`config.mk`:
```
export PLATFORM = sky130hd
export DESIGN_NAME = v2py_stage
export DESIGN_NICKNAME = d
export VERILOG_FILES = /design/src/rtl/core/v2py_pkg.sv /design/src/rtl/core/v2py_stage.sv
export SDC_FILE = /design/constraint.sdc
export NUM_CORES = 1
export LEC_CHECK = 0
export ABC_AREA = 1
export ABC_CLOCK_PERIOD_IN_PS = 4900
export BUFFER_PORTS_ARGS = -buffer_cell sky130_fd_sc_hd__buf_2
export CELL_PAD_IN_SITES_DETAIL_PLACEMENT = 1
export CELL_PAD_IN_SITES_GLOBAL_PLACEMENT = 2
export CORE_UTILIZATION = 34
export CTS_BUF_LIST = sky130_fd_sc_hd__clkbuf_2 sky130_fd_sc_hd__clkbuf_4 sky130_fd_sc_hd__clkbuf_8
export CTS_CLUSTER_DIAMETER = 50
export DETAILED_ROUTE_END_ITERATION = 8
export PLACE_DENSITY = 0.87
export SYNTH_ARGS = -nofsm -noshare
export SYNTH_HDL_FRONTEND = slang
export SYNTH_SLANG_ARGS = --single-unit
```
`constraint.sdc`:
```
create_clock -name clk -period 4.9 [get_ports clk]
set_input_delay 0.245 -clock clk [delete_from_list [all_inputs] [get_ports clk]]
set_output_delay 0.245 -clock clk [all_outputs]
set_load 0.01 [all_outputs]
```
`src/rtl/core/v2py_pkg.sv`:
```
// v2py_pkg: constants, the cordic angle table and the stage record of vector_to_pitch_yaw
// used by v2py_stage and vector_to_pitch_yaw; depends on nothing
package v2py_pkg;

  localparam int unsigned InW      = 32;
  localparam int unsigned OutW     = 25;
  localparam int unsigned GuardW   = 24;
  localparam int unsigned DpW      = 64;
  localparam int unsigned AccW     = 32;
  localparam int unsigned MaxSteps = 32;

  localparam logic signed [31:0] GainQ30  = 32'sd1768195363;
  localparam logic [OutW-1:0]    Deg90Q16  = 25'd5898240;
  localparam logic [OutW-1:0]    Deg270Q16 = 25'd17694720;
  localparam logic [OutW-1:0]    Deg360Q16 = 25'd23592960;

  typedef logic signed [DpW-1:0] dp_t;
  typedef logic [AccW-1:0]       acc_t;

  // one cordic run in flight: vector, angle, plus the pass-through special case
  typedef struct packed {
    logic          vld;
    dp_t           x;
    dp_t           y;
    acc_t          acc;
    logic          zero_xy;
    logic          z_pos;
    logic [InW-1:0] z;
  } stg_t;

  function automatic acc_t angle_of(input logic [4:0] i);
    acc_t a;
    case (i)
      5'd0:  a = 32'd536870912;
      5'd1:  a = 32'd316933406;
      5'd2:  a = 32'd167458907;
      5'd3:  a = 32'd85004756;
      5'd4:  a = 32'd42667331;
      5'd5:  a = 32'd21344480;
      5'd6:  a = 32'd10671853;
      5'd7:  a = 32'd5335938;
      5'd8:  a = 32'd2667972;
      5'd9:  a = 32'd1333986;
      5'd10: a = 32'd666993;
      5'd11: a = 32'd333496;
      5'd12: a = 32'd166748;
      5'd13: a = 32'd83374;
      5'd14: a = 32'd41687;
      5'd15: a = 32'd20843;
      5'd16: a = 32'd10421;
      5'd17: a = 32'd5210;
      5'd18: a = 32'd2605;
      5'd19: a = 32'd1302;
      5'd20: a = 32'd651;
      5'd21: a = 32'd325;
      5'd22: a = 32'd162;
      5'd23: a = 32'd81;
      5'd24: a = 32'd40;
      5'd25: a = 32'd20;
      5'd26: a = 32'd10;
      5'd27: a = 32'd5;
      5'd28: a = 32'd2;
      5'd29: a = 32'd1;
      default: a = '0;
    endcase
    return a;
  endfunction

endpackage

```
`src/rtl/core/v2py_stage.sv`:
```
// v2py_stage: one registered cordic vectoring iteration with stall hold
// depends on v2py_pkg
module v2py_stage #(
  parameter int unsigned STEP = 0
) (
  input  logic           clk,
  input  logic           rst_n,
  input  logic           en,
  input  v2py_pkg::stg_t d,
  output v2py_pkg::stg_t q
);

  v2py_pkg::stg_t q_r, q_nxt;
  v2py_pkg::dp_t  dx, dy;
  v2py_pkg::acc_t ang;

  always_comb begin
    dx = d.y >>> STEP;
    dy = d.x >>> STEP;
    ang = v2py_pkg::angle_of(5'(STEP));
    q_nxt = d;
    if (!d.y[v2py_pkg::DpW-1]) begin
      q_nxt.x   = d.x + dx;
      q_nxt.y   = d.y - dy;
      q_nxt.acc = d.acc + ang;
    end else begin
      q_nxt.x   = d.x - dx;
      q_nxt.y   = d.y + dy;
      q_nxt.acc = d.acc - ang;
    end
  end

  always_ff @(posedge clk) begin
    if (!rst_n) begin
      q_r.vld <= 1'b0;
    end else if (en) begin
      q_r.vld <= d.vld;
    end
    if (en) begin
      q_r.x       <= q_nxt.x;
      q_r.y       <= q_nxt.y;
      q_r.acc     <= q_nxt.acc;
      q_r.zero_xy <= q_nxt.zero_xy;
      q_r.z_pos   <= q_nxt.z_pos;
      q_r.z       <= q_nxt.z;
    end
  end

  assign q = q_r;

endmodule

```
==> results of run 1 <==
[cell type report]
class,instances,area (um2)
flip-flops and latches,194,5820
multi-input cells,2801,14500
clock inverters,14,165
inverters,826,3100
repair buffers,464,2690
clock buffers,18,241
diodes,1,2.50
well taps,940,1180
fillers,9582,42200
[timing repair]
item                       in CTS  in global routing
hold endpoints to repair       65                  0
gates resized for setup         0                  0
buffers inserted                0                  0
hold buffers                   66                  0
setup endpoints to repair       0                  0
[how the worst max path moves through the flow]
| stage | endpoint | from | slack, ns |
|---|---|---|---|
| detailed placement | q[91] | d[83] | 1.70 |
| global placement | q[91] | d[83] | 1.69 |
| global route | q[112] | d[68] | 2.13 |
| finish | q[91] | d[83] | 2.18 |
| floorplan | q[98] | d[66] | 2.87 |
| CTS | q[91] | d[83] | 2.35 |
[cells by family (layout without fill, tap and decap cells)]
group / Yosys count / in the layout / synth area share
AOI/OAI and AO/OA: 412 / 412 / 0.0952
xor gates and xnor gates: 46 / 46 / 0.0168
other: 0 / 1 / 0
buffers and inverters: 916 / 1322 / 0.154
and+or+nand+nor: 2133 / 2133 / 0.382
DFF: 194 / 194 / 0.242
adders and majority gates: 210 / 210 / 0.111
[worst max-delay path: cells and delay by family]
| kind | cells | cell delay (ns) |
|---|---|---|
| buf+inv | 2 | 0.15 |
| fa+ha+maj | 1 | 0.73 |
| simple gates | 9 | 1.91 |
[power by group through the flow]
stage / registers (uW) / logic (uW) / clock network (uW)
after floorplan: 2280 / 1620 / 0
after global placement: 2210 / 2860 / 0
after global routing: 2190 / 3240 / 1300
final: 2180 / 2990 / 1230
after CTS: 2180 / 2940 / 1270
after detailed placement: 2210 / 2890 / 0
[routing by layer]
layer,routed length (um),global-route usage,vias to the layer above
met5,0,0,-
met4,3900,0.112,0
met3,6740,0.0411,122
met2,50200,0.503,852
met1,52200,0.424,12554
li1,-,-,12836
[metrics by stage]
step	util	area [um2]	setup slack, ns	power (uW)	hold slack [ns]
5_1_grt	0.396	27700	2.13	6730	0.0586
3_5_place_dp	0.381	26600	1.70	5100	0.423
3_3_place_gp	0.381	26600	1.69	5070	0.421
4_1_cts	0.396	27700	2.35	6390	0.0189
2_1_floorplan	-	24000	2.87	3900	0.338
6_report	0.396	27700	2.18	6400	0.0646
[cell usage after synthesis (all sizes together) (38+ instances only)]
master,instances,area share
ha,206,0.11
edfxtp,193,0.24
xor2,43,0.016
o21ai,144,0.030
a21oi,195,0.043
nand4,43,0.011
inv,826,0.13
o21bai,38,0.012
nand2,1438,0.23
nor2,295,0.055
buf,76,0.022
nand3,317,0.070
==> flow_metrics.py, run 1 <==
metrics = {
    "drt": {
        "vias_per_cell": 5.01,
        "num_vias": 26364,
        "drt_iter0_markers": 1865,
        "wirelength_um": 113000,
        "firstDrtPassIters": 5,
        "drc": 0,
        "wire_per_inst_um": 21.5,
        "ant_nets": 0,
    },
    "run_status": {
        "outcome": "finished, final reports clean",
    },
    "global_route": {
        "grt_usage": 0.312,
        "grt_max_degree": 82,
        "grt_pass1_vias": 26139,
        "overflow": 0,
        "grt_first_pass_wirelength_um": 164000,
        "antenna_found_initial": 2,
    },
    "finish": {
        "area_growth_syn_to_layout_pct": 15.4,
        "layout_common_cells": "nand2_1, inv_1, buf_2",
        "largest_reg_flops": 194,
        "nets": 4712,
        "final_common_cell": "nand2_1",
        "drive_gt1_frac": 0.146,
        "stdcell_count": 5258,
    },
    "floorplan": {
        "fp.dieH_um": 268,
        "pin_count": 393,
        "die_x_um": 268,
        "initial_core_util": 0.343,
        "die_area_um2": 71700,
        "coreArea_um2": 69900,
        "std_cell_rows": 97,
    },
    "yosys": {
        "postSynthCellCount": 3911,
        "synth_edf_count": 193,
        "syn_nets": 4319,
        "ys.flop_type": "edfxtp_1",
        "post_synth.cell_area_avg_um2": 6.14,
        "async_flop_share": 0,
        "synth_cell_type_count": 49,
        "yosys_warnings": 0,
        "ys_ff_latch": 194,
        "synthesis.area_um2": 24000,
        "seq_area_frac_synth": 0.242,
    },
    "timing": {
        "setup_violations": 0,
        "slew_headroom": 0.455,
        "setup_tns_ns": 0,
        "fmax_mhz": 368,
        "worstMarginPinSlew_ns": 0.809,
        "finalClockSkew_ns": 0,
        "finalMaxSlewViolations": 0,
        "rsz0062_at_grt": "false",
        "hold_viol": 0,
        "fin_crit_sh": 0.555,
        "period_needed_ns": 2.72,
    },
    "clock_tree": {
        "cts_tree": "yes",
        "clk_latency_ns": 0.58,
        "cts_max_level": 4,
        "cts_buffer_depth": 2,
        "clockRootBuffer": "clkbuf_8",
        "clkSinkCount": 194,
        "clkTransAtPathRegs_ns": 0.13,
        "numCtsBuffers": 17,
    },
    "placed_design": {
        "place_congestion": 0.980,
        "dp_cells": 5159,
        "dp_hpwl_um": 96000,
        "io_buffers": 392,
    },
    "critical_path": {
        "crit_top_cell": "nand2_1",
        "start_kind": "primary input",
        "crit_slowest_cell": "ha_1",
        "max_stage_delay_ns": 0.73,
        "cp_max_fo": 12,
        "required_ns": 5.24,
        "crit_type": "primary input to flip-flop",
        "arrival_ns": 3.06,
        "r2r_end": "q[194]",
        "endpoint_kind": "flip-flop",
        "reg2reg_depth": 3,
        "crit-reg2reg-launch": "q[194]",
        "cp_cell_sequence": "buf_2, inv_1, ha_1, nand2_1, nor2_1, nand2_1, nor2_1, nand2_1, nand3_2, nand2_1, nand3_1, nand2_1",
        "rrSetupSlack_ns": 3.66,
    },
    "pwr": {
        "pwr-share-seq": 0.340,
        "p_sw_uw": 3010,
        "switching_share": 0.470,
        "cellPowerDensity_nw_per_um2": 231,
        "irDropWorstVdd_mv": 0.126,
        "p_int_uw": 3390,
        "power.share.combinational": 0.468,
        "pwr-share-clk": 0.192,
        "power.leakage_uw": 0.0153,
    },
    "hold_path": {
        "hp-class": "primary input to flip-flop",
        "hold_depth": 3,
        "worstHoldStart": "d[130]",
        "hold_end": "q[130]",
    },
    "job": {
        "timing.max_cap.violations": 0,
    },
}
(Power assumes the default switching activity.)
==> run 2, diff against run 1 <==
==> config.mk (replaced) <==
export PLATFORM = sky130hd
export DESIGN_NAME = v2py_stage
export DESIGN_NICKNAME = d
export VERILOG_FILES = /design/src/rtl/core/v2py_pkg.sv /design/src/rtl/core/v2py_stage.sv
export SDC_FILE = /design/constraint.sdc
export NUM_CORES = 1
export LEC_CHECK = 0
export ABC_AREA = 0
export ABC_CLOCK_PERIOD_IN_PS = 2490
export BUFFER_PORTS_ARGS = -buffer_cell sky130_fd_sc_hd__buf_2
export CELL_PAD_IN_SITES_DETAIL_PLACEMENT = 1
export CELL_PAD_IN_SITES_GLOBAL_PLACEMENT = 2
export CORE_UTILIZATION = 31
export CTS_BUF_LIST = sky130_fd_sc_hd__clkbuf_2 sky130_fd_sc_hd__clkbuf_4 sky130_fd_sc_hd__clkbuf_8
export CTS_CLUSTER_DIAMETER = 50
export DETAILED_ROUTE_END_ITERATION = 8
export PLACE_DENSITY = 0.77
export SYNTH_ARGS = -nofsm -noshare
export SYNTH_HDL_FRONTEND = slang
export SYNTH_SLANG_ARGS = --single-unit
==> constraint.sdc (replaced) <==
create_clock -name clk -period 2.49 [get_ports clk]
set_input_delay 0.1245 -clock clk [delete_from_list [all_inputs] [get_ports clk]]
set_output_delay 0.1245 -clock clk [all_outputs]
set_load 0.01 [all_outputs]
==> run 2 against run 1 <==
Compared with the run above:
- critical path type unchanged
- largest cell class unchanged
- non-clock buffer count is 909 higher
- synthesized cell count is 45% lower
- the flow now finishes with violations (negative setup slack)
- design area is 14% higher
==> flow_metrics.py, run 2 <==
metrics = {
    "floorplan": {
        "coreArea_um2": 58900,
        "std_cell_rows": 89,
        "pin_count": 393,
        "fp.dieH_um": 246,
        "die_x_um": 246,
        "die_area_um2": 60400,
        "initial_core_util": 0.313,
    },
    "timing": {
        "worst_slack_ns": -0.304,
        "hold_viol": 0,
        "finalClockSkew_ns": 0,
        "fmax_mhz": 358,
        "worstMarginPinSlew_ns": 0.813,
        "fin_crit_sh": 1.12,
        "period_needed_ns": 2.79,
        "setup_tns_ns": -3.97,
        "finalMaxSlewViolations": 0,
        "setup_violations": 40,
        "holdWs_ns": 0.123,
        "rsz0062_at_grt": "true",
        "slew_headroom": 0.452,
    },
    "clock_tree": {
        "clockRootBuffer": "clkbuf_8",
        "cts_buffer_depth": 2,
        "clkTransAtPathRegs_ns": 0.13,
        "cts_max_level": 4,
        "cts_tree": "yes",
        "numCtsBuffers": 17,
        "clkSinkCount": 194,
        "clk_latency_ns": 0.60,
    },
    "finish": {
        "fin_area_um2": 31700,
        "area_growth_syn_to_layout_pct": 71.9,
        "final_common_cell": "buf_4",
        "insertedDiodeCount": 0,
        "largest_reg_flops": 194,
        "layout_common_cells": "buf_4, buf_2, a21oi_1",
        "post-route-util": 0.538,
        "nets": 3875,
        "n_fill_cell": 6994,
        "drive_gt1_frac": 0.492,
    },
    "yosys": {
        "postSynthCellCount": 2169,
        "synth_edf_count": 193,
        "async_flop_share": 0,
        "synthesis.area_um2": 18400,
        "post_synth.cell_area_avg_um2": 8.50,
        "yosys.area.top_type_share": 0.314,
        "syn_nets": 2577,
        "yosys.area.top_type": "edfxtp_1",
        "seq_area_frac_synth": 0.316,
        "synth_cell_type_count": 83,
        "ys_top_cells_by_count": "a21oi_1, ha_1, inv_1",
        "ys_ff_latch": 194,
        "yosysMostFrequentCell": "a21oi_1",
        "yosys_warnings": 0,
        "synth_area_leaders": "edfxtp_1, ha_1, a21oi_1",
        "ys.flop_type": "edfxtp_1",
    },
    "drt": {
        "ant_nets": 0,
        "drt-met1-wl_um": 42400,
        "top_layer_used": "met5",
        "wirelength_um": 98400,
        "wl_met2_um": 48800,
        "routed-wl-met3_um": 4100,
        "vias_per_cell": 5.23,
        "num_vias": 22247,
        "drc": 0,
        "drt_iter0_markers": 1250,
        "firstDrtPassIters": 5,
        "wire_per_inst_um": 23.1,
    },
    "pwr": {
        "p_sw_uw": 5920,
        "p_int_uw": 8560,
        "pwr-share-clk": 0.174,
        "irDropWorstVdd_mv": 0.416,
        "pwr-share-seq": 0.301,
        "cellPowerDensity_nw_per_um2": 457,
        "power.leakage_uw": 0.0146,
        "power.share.combinational": 0.525,
        "switching_share": 0.409,
    },
    "critical_path": {
        "cp_max_fo": 3,
        "start_kind": "primary input",
        "crit_type": "primary input to flip-flop",
        "crit-reg2reg-launch": "q[194]",
        "crit_slowest_cell": "a2111o_1",
        "r2r_end": "q[194]",
        "required_ns": 2.84,
        "arrival_ns": 3.14,
        "cp_cell_sequence": "buf_8, inv_4, ha_4, and2b_1, a2111o_1, o2111a_2, buf_6, nor4_4, buf_4, o32a_4, a31o_4, o31ai_4, a221oi_2, mux2i_1, xor2_1",
        "max_stage_delay_ns": 0.32,
        "rrSetupSlack_ns": 1.29,
        "endpoint_kind": "flip-flop",
        "reg2reg_depth": 3,
    },
    "hold_path": {
        "worstHoldStart": "en",
        "hold_end": "q[95]",
        "hp-class": "primary input to flip-flop",
        "hold_depth": 1,
    },
    "job": {
        "timing.max_cap.violations": 0,
    },
    "global_route": {
        "grt_pass1_vias": 23879,
        "antenna_found_initial": 2,
        "grt_usage": 0.318,
        "overflow": 0,
        "grt_first_pass_wirelength_um": 144000,
        "grt_max_degree": 60,
    },
    "placed_design": {
        "place_area_um2": 28100,
        "dp_hpwl_um": 79700,
        "place_congestion": 0.966,
        "post-place-ws_ns": -1.47,
        "io_buffers": 392,
    },
    "run_status": {
        "violations": "negative setup slack",
        "outcome": "complete, but fails checks",
    },
}
## run 2: metrics by stage
stage | total power, uW | cells
3_3_place_gp | 10900 | 4095
5_1_grt | 15100 | 4253
2_1_floorplan | 7320 | 2169
6_report | 14500 | 4253
4_1_cts | 14100 | 4224
3_5_place_dp | 11000 | 4095
## run 2: routing by layer
metal,vias up,track usage
li1,10397,-
met1,11094,0.397
met2,611,0.562
met3,143,0.0355
met4,2,0.108
met5,-,0
## run 2: layout make-up
class                           instances  area, um2  share of cell area
Clock buffer                           17        234             0.00738
Tap cell                              773        967              0.0305
Sequential cell                       194       5820               0.184
Clock inverter                         15        225             0.00711
Multi-Input combinational cell       1676      13800               0.436
Timing Repair Buffer                 1373       9820               0.310
Inverter                              205        807              0.0255
## run 2: worst max-delay path by stage
stage | start | end | slack (ns) | cells past startpoint
after floorplan | d[98] | q[193] | -0.29 | 13
final | d[70] | q[193] | -0.30 | 15
after global routing | d[70] | q[97] | -0.39 | 16
after detailed placement | d[78] | q[193] | -1.47 | 14
after global placement | d[78] | q[193] | -1.58 | 14
after CTS | d[70] | q[193] | -0.27 | 15
## run 2: worst max-delay path: cells and delay by family
| kind | cells | cell delay, ns |
|---|---|---|
| compound gates | 6 | 1.49 |
| xor+xnor | 1 | 0.18 |
| fa+ha+maj | 1 | 0.27 |
| buf+inv | 4 | 0.42 |
| mux | 1 | 0.15 |
| simple gates | 2 | 0.50 |
## run 2: cells by family (layout without fill, tap and decap cells)
group                      Yosys count  in the layout  share of synthesized area
AOI/OAI and AO/OA                  732            732                      0.246
and+or+nand+nor                    567            567                      0.149
buffers and inverters              299           1610                     0.0637
adders and majority gates          210            210                      0.144
DFF                                194            194                      0.316
xor gates and xnor gates           127            127                     0.0603
muxes                               40             40                     0.0218
## run 2: power groups by stage
stage	Combinational, uW	Sequential (uW)	Clock, uW
CTS	7090	4360	2600
floorplan	2670	4650	0
finish	7600	4360	2520
detailed placement	6600	4430	0
global placement	6490	4410	0
global route	8040	4390	2650
## run 2: timing repair
item / 4_1_cts / 5_1_grt
hold buffers: 70 / 0
resized for setup: 232 / 231
pin swaps: 78 / 102
endpoints found under the setup margin: 70 / 74
setup buffers: 33 / 37
endpoints found under the hold margin: 70 / 0
cloned: 0 / 0
